File: config.mk
export PLATFORM = sky130hd
export DESIGN_NAME = vm_integer_register_alu
export DESIGN_NICKNAME = d
export VERILOG_FILES = /design/src/hdl/vmalu_pkg.sv /design/src/hdl/vmalu_div.sv /design/src/hdl/vmalu_dp.sv /design/src/hdl/vmalu_ctrl.sv /design/src/hdl/vm_integer_register_alu.sv
export SDC_FILE = /design/constraint.sdc
export NUM_CORES = 2
export LEC_CHECK = 0
export ABC_AREA = 0
export BUFFER_PORTS_ARGS = -buffer_cell sky130_fd_sc_hd__buf_2
export CORE_UTILIZATION = 55
export CTS_CLUSTER_DIAMETER = 100
export DETAILED_ROUTE_END_ITERATION = 10
export PLACE_DENSITY = 0.79
export SYNTH_ARGS = -nofsm -noshare
export SYNTH_HDL_FRONTEND = slang
export SYNTH_SLANG_ARGS = --single-unit
File: constraint.sdc
create_clock -name aclk -period 8.9 [get_ports aclk]
set_clock_uncertainty 0.05 [all_clocks]
set_input_delay 0 -clock aclk [delete_from_list [all_inputs] [get_ports aclk]]
set_output_delay 0 -clock aclk [all_outputs]
set_load 0.02 [all_outputs]
File: src/hdl/vmalu_pkg.sv
package vmalu_pkg;

    // Request codes
    localparam logic [3:0] OP_ZERO  = 4'd0;
    localparam logic [3:0] OP_STORE = 4'd1;
    localparam logic [3:0] OP_ADD   = 4'd2;
    localparam logic [3:0] OP_SUB   = 4'd3;
    localparam logic [3:0] OP_MUL   = 4'd4;
    localparam logic [3:0] OP_DIV   = 4'd5;
    localparam logic [3:0] OP_LT    = 4'd6;
    localparam logic [3:0] OP_LE    = 4'd7;
    localparam logic [3:0] OP_GT    = 4'd8;
    localparam logic [3:0] OP_GE    = 4'd9;
    localparam logic [3:0] OP_EQ    = 4'd10;
    localparam logic [3:0] OP_INC   = 4'd11;
    localparam logic [3:0] OP_DEC   = 4'd12;

    // Result status codes
    localparam logic [1:0] ST_OK    = 2'd0;
    localparam logic [1:0] ST_DIVZ  = 2'd1;
    localparam logic [1:0] ST_RANGE = 2'd2;

    // Stream widths
    localparam int S_TDATA_W = 96;
    localparam int S_TUSER_W = 7;
    localparam int M_TDATA_W = 40;
    localparam int M_TUSER_W = 3;

    // Which operand number drives the register file read address
    typedef enum logic [1:0] {
        SEL_A,
        SEL_B,
        SEL_R
    } rd_sel_t;

    // Where the read data is captured
    typedef enum logic [2:0] {
        CAP_NUM_A,
        CAP_NUM_B,
        CAP_NUM_R,
        CAP_VAL_A,
        CAP_VAL_B
    } cap_dst_t;

    // Controller to datapath
    typedef struct packed {
        logic       load;
        logic       rd_en;
        rd_sel_t    rd_sel;
        logic       cap_en;
        cap_dst_t   cap_dst;
        logic       exec;
        logic       div_start;
        logic       div_cap;
        logic       out_load;
        logic [1:0] out_status;
        logic       out_wrote;
    } dp_cmd_t;

    // Datapath to controller
    typedef struct packed {
        logic [3:0] op;
        logic       a_ind;
        logic       b_ind;
        logic       r_ind;
        logic       a_ok;
        logic       b_ok;
        logic       r_ok;
        logic       vb_zero;
        logic       div_done;
        logic       out_busy;
    } dp_stat_t;

endpackage

File: src/hdl/vmalu_div.sv
module vmalu_div (
    input  logic        aclk,
    input  logic        aresetn,
    input  logic        start,
    input  logic [31:0] dividend,
    input  logic [31:0] divisor,
    output logic        done,
    output logic [31:0] quotient
);

    logic        busy_reg, busy_next;
    logic        done_reg, done_next;
    logic [4:0]  cnt_reg, cnt_next;
    logic        neg_reg, neg_next;
    logic [31:0] q_reg, q_next;
    logic [31:0] rem_reg, rem_next;
    logic [31:0] dvs_reg, dvs_next;
    logic [32:0] rem_sh;
    logic [32:0] rem_sub;

    // One quotient bit per cycle, restoring, on magnitudes
    always_comb begin
        busy_next = busy_reg;
        done_next = 1'b0;
        cnt_next  = cnt_reg;
        neg_next  = neg_reg;
        q_next    = q_reg;
        rem_next  = rem_reg;
        dvs_next  = dvs_reg;
        rem_sh    = {rem_reg, q_reg[31]};
        rem_sub   = rem_sh - {1'b0, dvs_reg};
        if (start) begin
            busy_next = 1'b1;
            cnt_next  = 5'd31;
            neg_next  = dividend[31] ^ divisor[31];
            q_next    = dividend[31] ? (32'd0 - dividend) : dividend;
            dvs_next  = divisor[31] ? (32'd0 - divisor) : divisor;
            rem_next  = 32'd0;
        end else if (busy_reg) begin
            if (!rem_sub[32]) begin
                rem_next = rem_sub[31:0];
                q_next   = {q_reg[30:0], 1'b1};
            end else begin
                rem_next = rem_sh[31:0];
                q_next   = {q_reg[30:0], 1'b0};
            end
            cnt_next = cnt_reg - 5'd1;
            if (cnt_reg == 5'd0) begin
                busy_next = 1'b0;
                done_next = 1'b1;
            end
        end
    end

    always_ff @(posedge aclk) begin
        if (!aresetn) begin
            busy_reg <= 1'b0;
            done_reg <= 1'b0;
        end else begin
            busy_reg <= busy_next;
            done_reg <= done_next;
        end
        cnt_reg <= cnt_next;
        neg_reg <= neg_next;
        q_reg   <= q_next;
        rem_reg <= rem_next;
        dvs_reg <= dvs_next;
    end

    assign done     = done_reg;
    assign quotient = neg_reg ? (32'd0 - q_reg) : q_reg;

endmodule

File: src/hdl/vmalu_dp.sv
module vmalu_dp #(
    parameter int REG_COUNT = 32
) (
    input  logic                             aclk,
    input  logic                             aresetn,
    input  vmalu_pkg::dp_cmd_t               cmd,
    output vmalu_pkg::dp_stat_t              stat,
    input  logic [vmalu_pkg::S_TDATA_W-1:0]  s_tdata,
    input  logic [vmalu_pkg::S_TUSER_W-1:0]  s_tuser,
    output logic                             m_tvalid,
    input  logic                             m_tready,
    output logic [vmalu_pkg::M_TDATA_W-1:0]  m_tdata,
    output logic [vmalu_pkg::M_TUSER_W-1:0]  m_tuser
);

    localparam int          IW        = (REG_COUNT > 1) ? $clog2(REG_COUNT) : 1;
    localparam logic [31:0] REG_LIMIT = 32'(REG_COUNT);

    // Instruction word
    logic [3:0]  op_reg;
    logic        a_ind_reg, b_ind_reg, r_ind_reg;
    logic [31:0] num_a_reg, num_b_reg, num_r_reg;
    logic [31:0] va_reg, vb_reg;
    logic [31:0] res_reg, res_next;

    // Register file with per-entry valid bits for the cleared state
    logic [31:0]          rf_mem [REG_COUNT];
    logic [REG_COUNT-1:0] rf_valid_reg;
    logic [31:0]          rd_q_reg;
    logic                 rd_valid_reg;
    logic [IW-1:0]        rd_addr;
    logic [IW-1:0]        wr_addr;
    logic [31:0]          rd_val;
    logic                 wr_en;

    // Output word
    logic                        m_tvalid_reg;
    logic [vmalu_pkg::M_TDATA_W-1:0] m_tdata_reg;
    logic [vmalu_pkg::M_TUSER_W-1:0] m_tuser_reg;

    logic        div_done;
    logic [31:0] div_q;

    vmalu_div u_div (
        .aclk     (aclk),
        .aresetn  (aresetn),
        .start    (cmd.div_start),
        .dividend (va_reg),
        .divisor  (vb_reg),
        .done     (div_done),
        .quotient (div_q)
    );

    // Read address select
    always_comb begin
        case (cmd.rd_sel)
            vmalu_pkg::SEL_A: rd_addr = num_a_reg[IW-1:0];
            vmalu_pkg::SEL_B: rd_addr = num_b_reg[IW-1:0];
            vmalu_pkg::SEL_R: rd_addr = num_r_reg[IW-1:0];
            default:          rd_addr = num_r_reg[IW-1:0];
        endcase
    end

    assign rd_val  = rd_valid_reg ? rd_q_reg : 32'd0;
    assign wr_addr = num_r_reg[IW-1:0];
    assign wr_en   = cmd.out_load && cmd.out_wrote;

    // Memory array: one write and one registered read per cycle
    always_ff @(posedge aclk) begin
        if (wr_en) begin
            rf_mem[wr_addr] <= res_reg;
        end
        if (cmd.rd_en) begin
            rd_q_reg <= rf_mem[rd_addr];
        end
    end

    always_ff @(posedge aclk) begin
        if (!aresetn) begin
            rf_valid_reg <= '0;
        end else if (wr_en) begin
            rf_valid_reg[wr_addr] <= 1'b1;
        end
        if (cmd.rd_en) begin
            rd_valid_reg <= rf_valid_reg[rd_addr];
        end
    end

    // ALU
    always_comb begin
        case (op_reg)
            vmalu_pkg::OP_ZERO:  res_next = 32'd0;
            vmalu_pkg::OP_STORE: res_next = va_reg;
            vmalu_pkg::OP_ADD:   res_next = va_reg + vb_reg;
            vmalu_pkg::OP_SUB:   res_next = va_reg - vb_reg;
            vmalu_pkg::OP_MUL:   res_next = va_reg * vb_reg;
            vmalu_pkg::OP_LT:    res_next = {31'd0, $signed(va_reg) < $signed(vb_reg)};
            vmalu_pkg::OP_LE:    res_next = {31'd0, !($signed(vb_reg) < $signed(va_reg))};
            vmalu_pkg::OP_GT:    res_next = {31'd0, $signed(vb_reg) < $signed(va_reg)};
            vmalu_pkg::OP_GE:    res_next = {31'd0, !($signed(va_reg) < $signed(vb_reg))};
            vmalu_pkg::OP_EQ:    res_next = {31'd0, va_reg == vb_reg};
            vmalu_pkg::OP_INC:   res_next = va_reg + 32'd1;
            vmalu_pkg::OP_DEC:   res_next = va_reg - 32'd1;
            default:             res_next = 32'd0;
        endcase
    end

    // Operand and result registers
    always_ff @(posedge aclk) begin
        if (cmd.load) begin
            op_reg    <= s_tuser[3:0];
            a_ind_reg <= s_tuser[4];
            b_ind_reg <= s_tuser[5];
            r_ind_reg <= s_tuser[6];
            num_a_reg <= s_tdata[31:0];
            num_b_reg <= s_tdata[63:32];
            num_r_reg <= s_tdata[95:64];
            va_reg    <= s_tdata[31:0];
        end
        if (cmd.cap_en) begin
            case (cmd.cap_dst)
                vmalu_pkg::CAP_NUM_A: num_a_reg <= rd_val;
                vmalu_pkg::CAP_NUM_B: num_b_reg <= rd_val;
                vmalu_pkg::CAP_NUM_R: num_r_reg <= rd_val;
                vmalu_pkg::CAP_VAL_A: va_reg    <= rd_val;
                vmalu_pkg::CAP_VAL_B: vb_reg    <= rd_val;
                default:              vb_reg    <= rd_val;
            endcase
        end
        if (cmd.exec) begin
            res_reg <= res_next;
        end else if (cmd.div_cap) begin
            res_reg <= div_q;
        end
    end

    // Output register
    always_ff @(posedge aclk) begin
        if (!aresetn) begin
            m_tvalid_reg <= 1'b0;
        end else if (cmd.out_load) begin
            m_tvalid_reg <= 1'b1;
        end else if (m_tready) begin
            m_tvalid_reg <= 1'b0;
        end
        if (cmd.out_load) begin
            m_tuser_reg <= {cmd.out_wrote, cmd.out_status};
            if (cmd.out_wrote) begin
                m_tdata_reg <= {3'd0, res_reg, num_r_reg[4:0]};
            end else begin
                m_tdata_reg <= '0;
            end
        end
    end

    assign m_tvalid = m_tvalid_reg;
    assign m_tdata  = m_tdata_reg;
    assign m_tuser  = m_tuser_reg;

    // Status to the controller
    always_comb begin
        stat.op       = op_reg;
        stat.a_ind    = a_ind_reg;
        stat.b_ind    = b_ind_reg;
        stat.r_ind    = r_ind_reg;
        stat.a_ok     = num_a_reg < REG_LIMIT;
        stat.b_ok     = num_b_reg < REG_LIMIT;
        stat.r_ok     = num_r_reg < REG_LIMIT;
        stat.vb_zero  = vb_reg == 32'd0;
        stat.div_done = div_done;
        stat.out_busy = m_tvalid_reg && !m_tready;
    end

endmodule

File: src/hdl/vmalu_ctrl.sv
module vmalu_ctrl (
    input  logic                aclk,
    input  logic                aresetn,
    input  logic                s_tvalid,
    output logic                s_tready,
    input  vmalu_pkg::dp_stat_t stat,
    output vmalu_pkg::dp_cmd_t  cmd
);

    typedef enum logic [4:0] {
        S_IDLE,
        S_DISPATCH,
        S_STORE_RD,
        S_STORE_CAP,
        S_RES_A,
        S_CAP_A,
        S_RES_B,
        S_CAP_B,
        S_RES_R,
        S_CAP_R,
        S_CHK,
        S_RD_A,
        S_RD_B,
        S_CAP_VB,
        S_RD_D,
        S_CAP_VD,
        S_EXEC,
        S_DIV,
        S_FINISH
    } state_t;

    state_t     state_reg, state_next;
    logic [1:0] fin_status_reg, fin_status_next;
    logic       fin_wrote_reg, fin_wrote_next;
    logic       is_bin;
    logic       is_incdec;

    assign is_bin    = (stat.op >= vmalu_pkg::OP_ADD) && (stat.op <= vmalu_pkg::OP_EQ);
    assign is_incdec = (stat.op == vmalu_pkg::OP_INC) || (stat.op == vmalu_pkg::OP_DEC);
    assign s_tready  = (state_reg == S_IDLE);

    // Sequencer
    always_comb begin
        state_next      = state_reg;
        fin_status_next = fin_status_reg;
        fin_wrote_next  = fin_wrote_reg;
        cmd             = '0;
        cmd.rd_sel      = vmalu_pkg::SEL_A;
        cmd.cap_dst     = vmalu_pkg::CAP_VAL_A;
        case (state_reg)
            S_IDLE: begin
                if (s_tvalid) begin
                    cmd.load   = 1'b1;
                    state_next = S_DISPATCH;
                end
            end
            S_DISPATCH: begin
                fin_status_next = vmalu_pkg::ST_OK;
                fin_wrote_next  = 1'b0;
                case (stat.op)
                    vmalu_pkg::OP_ZERO, vmalu_pkg::OP_INC, vmalu_pkg::OP_DEC:
                        state_next = S_RES_R;
                    vmalu_pkg::OP_STORE:
                        state_next = stat.a_ind ? S_STORE_RD : S_RES_R;
                    vmalu_pkg::OP_ADD, vmalu_pkg::OP_SUB, vmalu_pkg::OP_MUL,
                    vmalu_pkg::OP_DIV, vmalu_pkg::OP_LT, vmalu_pkg::OP_LE,
                    vmalu_pkg::OP_GT, vmalu_pkg::OP_GE, vmalu_pkg::OP_EQ:
                        state_next = S_RES_A;
                    default:
                        state_next = S_FINISH;
                endcase
            end
            // Store from a register: value read, not an index
            S_STORE_RD: begin
                if (stat.a_ok) begin
                    cmd.rd_en  = 1'b1;
                    cmd.rd_sel = vmalu_pkg::SEL_A;
                    state_next = S_STORE_CAP;
                end else begin
                    fin_status_next = vmalu_pkg::ST_RANGE;
                    state_next      = S_FINISH;
                end
            end
            S_STORE_CAP: begin
                cmd.cap_en  = 1'b1;
                cmd.cap_dst = vmalu_pkg::CAP_VAL_A;
                state_next  = S_RES_R;
            end
            // Indirect resolution of a, b, then destination
            S_RES_A: begin
                if (!stat.a_ind) begin
                    state_next = S_RES_B;
                end else if (stat.a_ok) begin
                    cmd.rd_en  = 1'b1;
                    cmd.rd_sel = vmalu_pkg::SEL_A;
                    state_next = S_CAP_A;
                end else begin
                    fin_status_next = vmalu_pkg::ST_RANGE;
                    state_next      = S_FINISH;
                end
            end
            S_CAP_A: begin
                cmd.cap_en  = 1'b1;
                cmd.cap_dst = vmalu_pkg::CAP_NUM_A;
                state_next  = S_RES_B;
            end
            S_RES_B: begin
                if (!stat.b_ind) begin
                    state_next = S_RES_R;
                end else if (stat.b_ok) begin
                    cmd.rd_en  = 1'b1;
                    cmd.rd_sel = vmalu_pkg::SEL_B;
                    state_next = S_CAP_B;
                end else begin
                    fin_status_next = vmalu_pkg::ST_RANGE;
                    state_next      = S_FINISH;
                end
            end
            S_CAP_B: begin
                cmd.cap_en  = 1'b1;
                cmd.cap_dst = vmalu_pkg::CAP_NUM_B;
                state_next  = S_RES_R;
            end
            S_RES_R: begin
                if (!stat.r_ind) begin
                    state_next = S_CHK;
                end else if (stat.r_ok) begin
                    cmd.rd_en  = 1'b1;
                    cmd.rd_sel = vmalu_pkg::SEL_R;
                    state_next = S_CAP_R;
                end else begin
                    fin_status_next = vmalu_pkg::ST_RANGE;
                    state_next      = S_FINISH;
                end
            end
            S_CAP_R: begin
                cmd.cap_en  = 1'b1;
                cmd.cap_dst = vmalu_pkg::CAP_NUM_R;
                state_next  = S_CHK;
            end
            // Range check of the resolved register numbers
            S_CHK: begin
                if (!stat.r_ok || (is_bin && !(stat.a_ok && stat.b_ok))) begin
                    fin_status_next = vmalu_pkg::ST_RANGE;
                    state_next      = S_FINISH;
                end else if (is_bin) begin
                    state_next = S_RD_A;
                end else if (is_incdec) begin
                    state_next = S_RD_D;
                end else begin
                    state_next = S_EXEC;
                end
            end
            // Operand reads, overlapped with capture
            S_RD_A: begin
                cmd.rd_en  = 1'b1;
                cmd.rd_sel = vmalu_pkg::SEL_A;
                state_next = S_RD_B;
            end
            S_RD_B: begin
                cmd.cap_en  = 1'b1;
                cmd.cap_dst = vmalu_pkg::CAP_VAL_A;
                cmd.rd_en   = 1'b1;
                cmd.rd_sel  = vmalu_pkg::SEL_B;
                state_next  = S_CAP_VB;
            end
            S_CAP_VB: begin
                cmd.cap_en  = 1'b1;
                cmd.cap_dst = vmalu_pkg::CAP_VAL_B;
                state_next  = S_EXEC;
            end
            S_RD_D: begin
                cmd.rd_en  = 1'b1;
                cmd.rd_sel = vmalu_pkg::SEL_R;
                state_next = S_CAP_VD;
            end
            S_CAP_VD: begin
                cmd.cap_en  = 1'b1;
                cmd.cap_dst = vmalu_pkg::CAP_VAL_A;
                state_next  = S_EXEC;
            end
            S_EXEC: begin
                if (stat.op == vmalu_pkg::OP_DIV) begin
                    if (stat.vb_zero) begin
                        fin_status_next = vmalu_pkg::ST_DIVZ;
                        state_next      = S_FINISH;
                    end else begin
                        cmd.div_start = 1'b1;
                        state_next    = S_DIV;
                    end
                end else begin
                    cmd.exec       = 1'b1;
                    fin_wrote_next = 1'b1;
                    state_next     = S_FINISH;
                end
            end
            S_DIV: begin
                if (stat.div_done) begin
                    cmd.div_cap    = 1'b1;
                    fin_wrote_next = 1'b1;
                    state_next     = S_FINISH;
                end
            end
            // Write back and hand the result word to the output register
            S_FINISH: begin
                if (!stat.out_busy) begin
                    cmd.out_load   = 1'b1;
                    cmd.out_status = fin_status_reg;
                    cmd.out_wrote  = fin_wrote_reg;
                    state_next     = S_IDLE;
                end
            end
            default: begin
                state_next = S_IDLE;
            end
        endcase
    end

    always_ff @(posedge aclk) begin
        if (!aresetn) begin
            state_reg      <= S_IDLE;
            fin_status_reg <= vmalu_pkg::ST_OK;
            fin_wrote_reg  <= 1'b0;
        end else begin
            state_reg      <= state_next;
            fin_status_reg <= fin_status_next;
            fin_wrote_reg  <= fin_wrote_next;
        end
    end

endmodule

File: src/hdl/vm_integer_register_alu.sv
// Integer register ALU of a register virtual machine.
//
// Input stream (s_): one decoded instruction per word. The block reads its
// operands from an internal file of REG_COUNT 32-bit registers, optionally
// through one indirect read per operand, and writes one destination register.
// Output stream (m_): one result word per instruction, carrying status,
// the write flag, the destination index and the value written.
//
// Sequencing: one instruction at a time on a single read port of the register
// file. A binary op resolves its indirect operands, reads both values and
// executes; a divide runs the one-bit-per-cycle divider before finishing.
// s_tready is high only between instructions.
// Reset: all registers read as zero after reset (per-entry valid bits), the
// output register is empty and the block is ready at once.
// Stall: a finished word waits in the output register while m_tready is low;
// the next instruction is accepted and worked on meanwhile, and its result
// waits until the output register is free.
module vm_integer_register_alu #(
    parameter int REG_COUNT = 32
) (
    input  logic        aclk,
    input  logic        aresetn,
    input  logic        s_tvalid,
    output logic        s_tready,
    // a_number[31:0], b_number[63:32], r_number[95:64]
    input  logic [95:0] s_tdata,
    // req_type[3:0], a_indirect[4], b_indirect[5], r_indirect[6]
    input  logic [6:0]  s_tuser,
    output logic        m_tvalid,
    input  logic        m_tready,
    // dest_index[4:0], dest_value[36:5], zero pad [39:37]
    output logic [39:0] m_tdata,
    // status[1:0], wrote[2]
    output logic [2:0]  m_tuser
);

    vmalu_pkg::dp_cmd_t  cmd;
    vmalu_pkg::dp_stat_t stat;

    vmalu_ctrl u_ctrl (
        .aclk     (aclk),
        .aresetn  (aresetn),
        .s_tvalid (s_tvalid),
        .s_tready (s_tready),
        .stat     (stat),
        .cmd      (cmd)
    );

    vmalu_dp #(
        .REG_COUNT (REG_COUNT)
    ) u_dp (
        .aclk     (aclk),
        .aresetn  (aresetn),
        .cmd      (cmd),
        .stat     (stat),
        .s_tdata  (s_tdata),
        .s_tuser  (s_tuser),
        .m_tvalid (m_tvalid),
        .m_tready (m_tready),
        .m_tdata  (m_tdata),
        .m_tuser  (m_tuser)
    );

    // One instruction in flight: ready drops right after an accept
    a_one_in_flight: assert property (@(posedge aclk) disable iff (!aresetn)
        s_tvalid && s_tready |=> !s_tready)
        else $error("instruction accepted while another is in flight");

    // A result word is never loaded over one that is still stalled
    a_no_overwrite: assert property (@(posedge aclk) disable iff (!aresetn)
        cmd.out_load |-> !stat.out_busy)
        else $error("output word overwritten");

    // A write only comes with ok status
    a_write_ok: assert property (@(posedge aclk) disable iff (!aresetn)
        m_tvalid && m_tuser[2] |-> m_tuser[1:0] == vmalu_pkg::ST_OK)
        else $error("write reported with error status");

    // Without a write, index and value are zero
    a_nowrite_zero: assert property (@(posedge aclk) disable iff (!aresetn)
        m_tvalid && !m_tuser[2] |-> m_tdata == 40'd0)
        else $error("nonzero destination fields without a write");

endmodule

==> flow_summary.toml <==
[run_status]
status = "complete, no violations"

[cells_and_area]
drive_above_1_share_pct = 8.19
design_area_mm2 = 0.0900
finalNonFillerCells = 9916
nets = 8659
largest_register_ffs = 1024
synthToLayoutAreaGrowth_pct = 11.4

[place]
dp.cells = 9489
port_buffers = 148
hpwl_mm = 178
gp_congestion = 1.04
placed_area_mm2 = 0.0837

[synthesis]
yosysWarnings = 0
synth_edf_count = 1233
syn-instance-count = 7725
yosysTopAreaCellShare_pct = 45.8
ys.flop_type = "edfxtp_1"
seq_area_frac_synth_pct = 51.0
ys_async_sr_fraction_pct = 0
synth.most_common_cell = "nand2_1"
syn_avg_cell_area_um2 = 10.5
synth_area_mm2 = 0.0808
synth.top_cells.by_count = "nand2_1, edfxtp_1, nor2_1"
synth_seq_cells = 1441
synth.distinct_cells = 87
yosys-top-cells-area = "edfxtp_1, fa_1, nand2_1"
synth_top_area_cell = "edfxtp_1"

[critical_path]
path_class = "flip-flop to flip-flop"
crit_fanout = 12
cp_data_required_time_ps = 9360
worst_path_max_delay_cell = "edfxtp_1"
cp_slowest_stage_delay_ps = 930
worstPathCellList = "clkinv_1, nor2_1, fa_1, inv_1, fa_1, inv_1, fa_1, fa_1, inv_1, fa_1, fa_1, fa_1, fa_1, xnor2_1, xnor2_1, xnor2_1, xnor2_1, xnor2_1, xnor2_1, xnor2_1, xnor2_1, a222oi_1, o221ai_1"
startpoint_type = "flip-flop"
crit_arrival_ps = 8970
end_kind = "flip-flop"

[clocking]
path_clk_slew_ps = 70
cts_resized = 0
cts_num_sinks = 1441
clk_path_buf_depth = 3
cts-root-buf = "clkbuf_16"
htree_num_levels = 4
cts_buffers = 146
clkLatencyLatePin_ps = 790
cts_tree = "yes"

[detailed_routing]
drt_iter0_markers = 9577
drc = 0
vias = 63200
drtPass1Iterations = 6
wl_per_cell_um = 27.5
wirelength_mm = 273
ant_nets = 0
drt-vias-per-instance = 6.38

[flow_run]
drv_cap = 0

[grt]
grt_max_degree = 173
first_global_vias = 60800
gr-total-overflow = 0
antenna_found_initial = 15
grt_pass1_wl_mm = 395
grt_util_all_layers_pct = 36.4

[timing]
fmax_ghz = 0.118
finalCriticalPeriod_ps = 8510
fin_tns_setup_ps = 0
finalHoldViolations = 0
slew_headroom_pct = 2.02
finalSetupViolCount = 0
finalCritPeriodShare_pct = 95.6
worst_pin_slew_ps = 1470
slew_violations = 0
grt_setup_unrepaired = "no"

[floorplan]
core_area_mm2 = 0.146
num_rows = 140
start_util_pct = 55.4
dieWidth_um = 385
dieArea_mm2 = 0.148
io_pins = 152
die_h_um = 385

[hold_path]
min-delay-path-class = "primary input to flip-flop"
-- area by class of cell --
class | instances | area [um2]
fill | 11200 | 55800
sequential | 1441 | 41200
multi-input combinational | 5272 | 35900
clock buffer | 202 | 4080
timing repair buffer | 494 | 3800
tap | 1917 | 2400
inverter | 516 | 1940
clock inverter | 69 | 637
antenna | 5 | 12.5
-- metal layers --
layer / part of all wire, % / global-route usage, % / wire (um)
met4: 6.1 / 18.7 / 16500
met5: 0.050 / 0 / 137
met1: 37 / 49.7 / 101000
met2: 43 / 53.2 / 117000
met3: 14 / 10.4 / 38700
-- through the flow --
stage	hold WS (ps)	setup WS [ps]	utilization (%)
after floorplan	48.9	973	-
after detailed placement	130	688	57.5
after CTS	1.39	670	61.7
final	38.1	394	61.7
after global routing	26.9	274	61.7
after global placement	136	804	57.5
-- final timing paths --
kind / start / to / cells past startpoint / slack [ps]
hold reg to reg: u_dp.rf_valid_reg[9] / u_dp.rf_valid_reg[9] / 1 / 420
hold / removal: s_tdata[25] / u_dp.num_a_reg[25] / 4 / 40
setup / recovery: u_dp.vb_reg[23] / u_dp.res_reg[31] / 23 / 390
setup reg to reg: u_dp.vb_reg[23] / u_dp.res_reg[31] / 23 / 390
-- cell families (layout without fill, tap and decap cells) --
| kind of cell | after synthesis | after routing | synth area share [%] |
|---|---|---|---|
| XOR/XNOR | 290 | 290 | 3.15 |
| flip-flops | 1441 | 1441 | 51.0 |
| adder cells (fa/ha/maj) | 681 | 681 | 14.4 |
| other | 1 | 8 | 0.00464 |
| AO/OA/AOI/OAI | 1104 | 1104 | 8.84 |
| buffers and inverters | 1014 | 1281 | 5.05 |
| multiplexers | 64 | 64 | 0.794 |
| AND/OR/NAND/NOR | 3130 | 3130 | 16.8 |
-- worst max-delay path, delay by kind of cell (launching register included) --
kind	cells	cell delay (ps)
compound gates	2	530
flops	1	930
simple gates	1	420
fa+ha+maj	8	3690
buf+inv	4	950
xor+xnor	8	1630
-- repair_timing --
item                                   CTS  global route
hold buffers                           151             0
endpoints found under the hold margin  178             0
setup buffers                            0             0
-- cells in the final DEF (no fill, tap or decap), types with 58 or more instances in the layout --
cell | Yosys | routed
nand2_1 | 1649 | 1644
xor2_1 | 76 | 76
clkbuf_16 | 0 | 148
buf_4 | 16 | 188
xnor2_1 | 213 | 213
a211oi_1 | 69 | 69
o21a_1 | 58 | 58
nand3_1 | 489 | 489
ha_1 | 270 | 270
dlygate4sd3_1 | 0 | 151
o21ai_0 | 190 | 189
a31oi_1 | 115 | 115
inv_1 | 491 | 491
fa_1 | 411 | 411
mux2i_1 | 63 | 63
a21o_1 | 91 | 91
and3_1 | 153 | 152
nor2_1 | 533 | 498
a21oi_1 | 321 | 319
buf_2 | 86 | 148
dfxtp_1 | 208 | 207
edfxtp_1 | 1233 | 1233
Power is left out: the tool's default activity adds up to more than one toggle a clock period on the data nets, which glitch-free logic cannot reach.
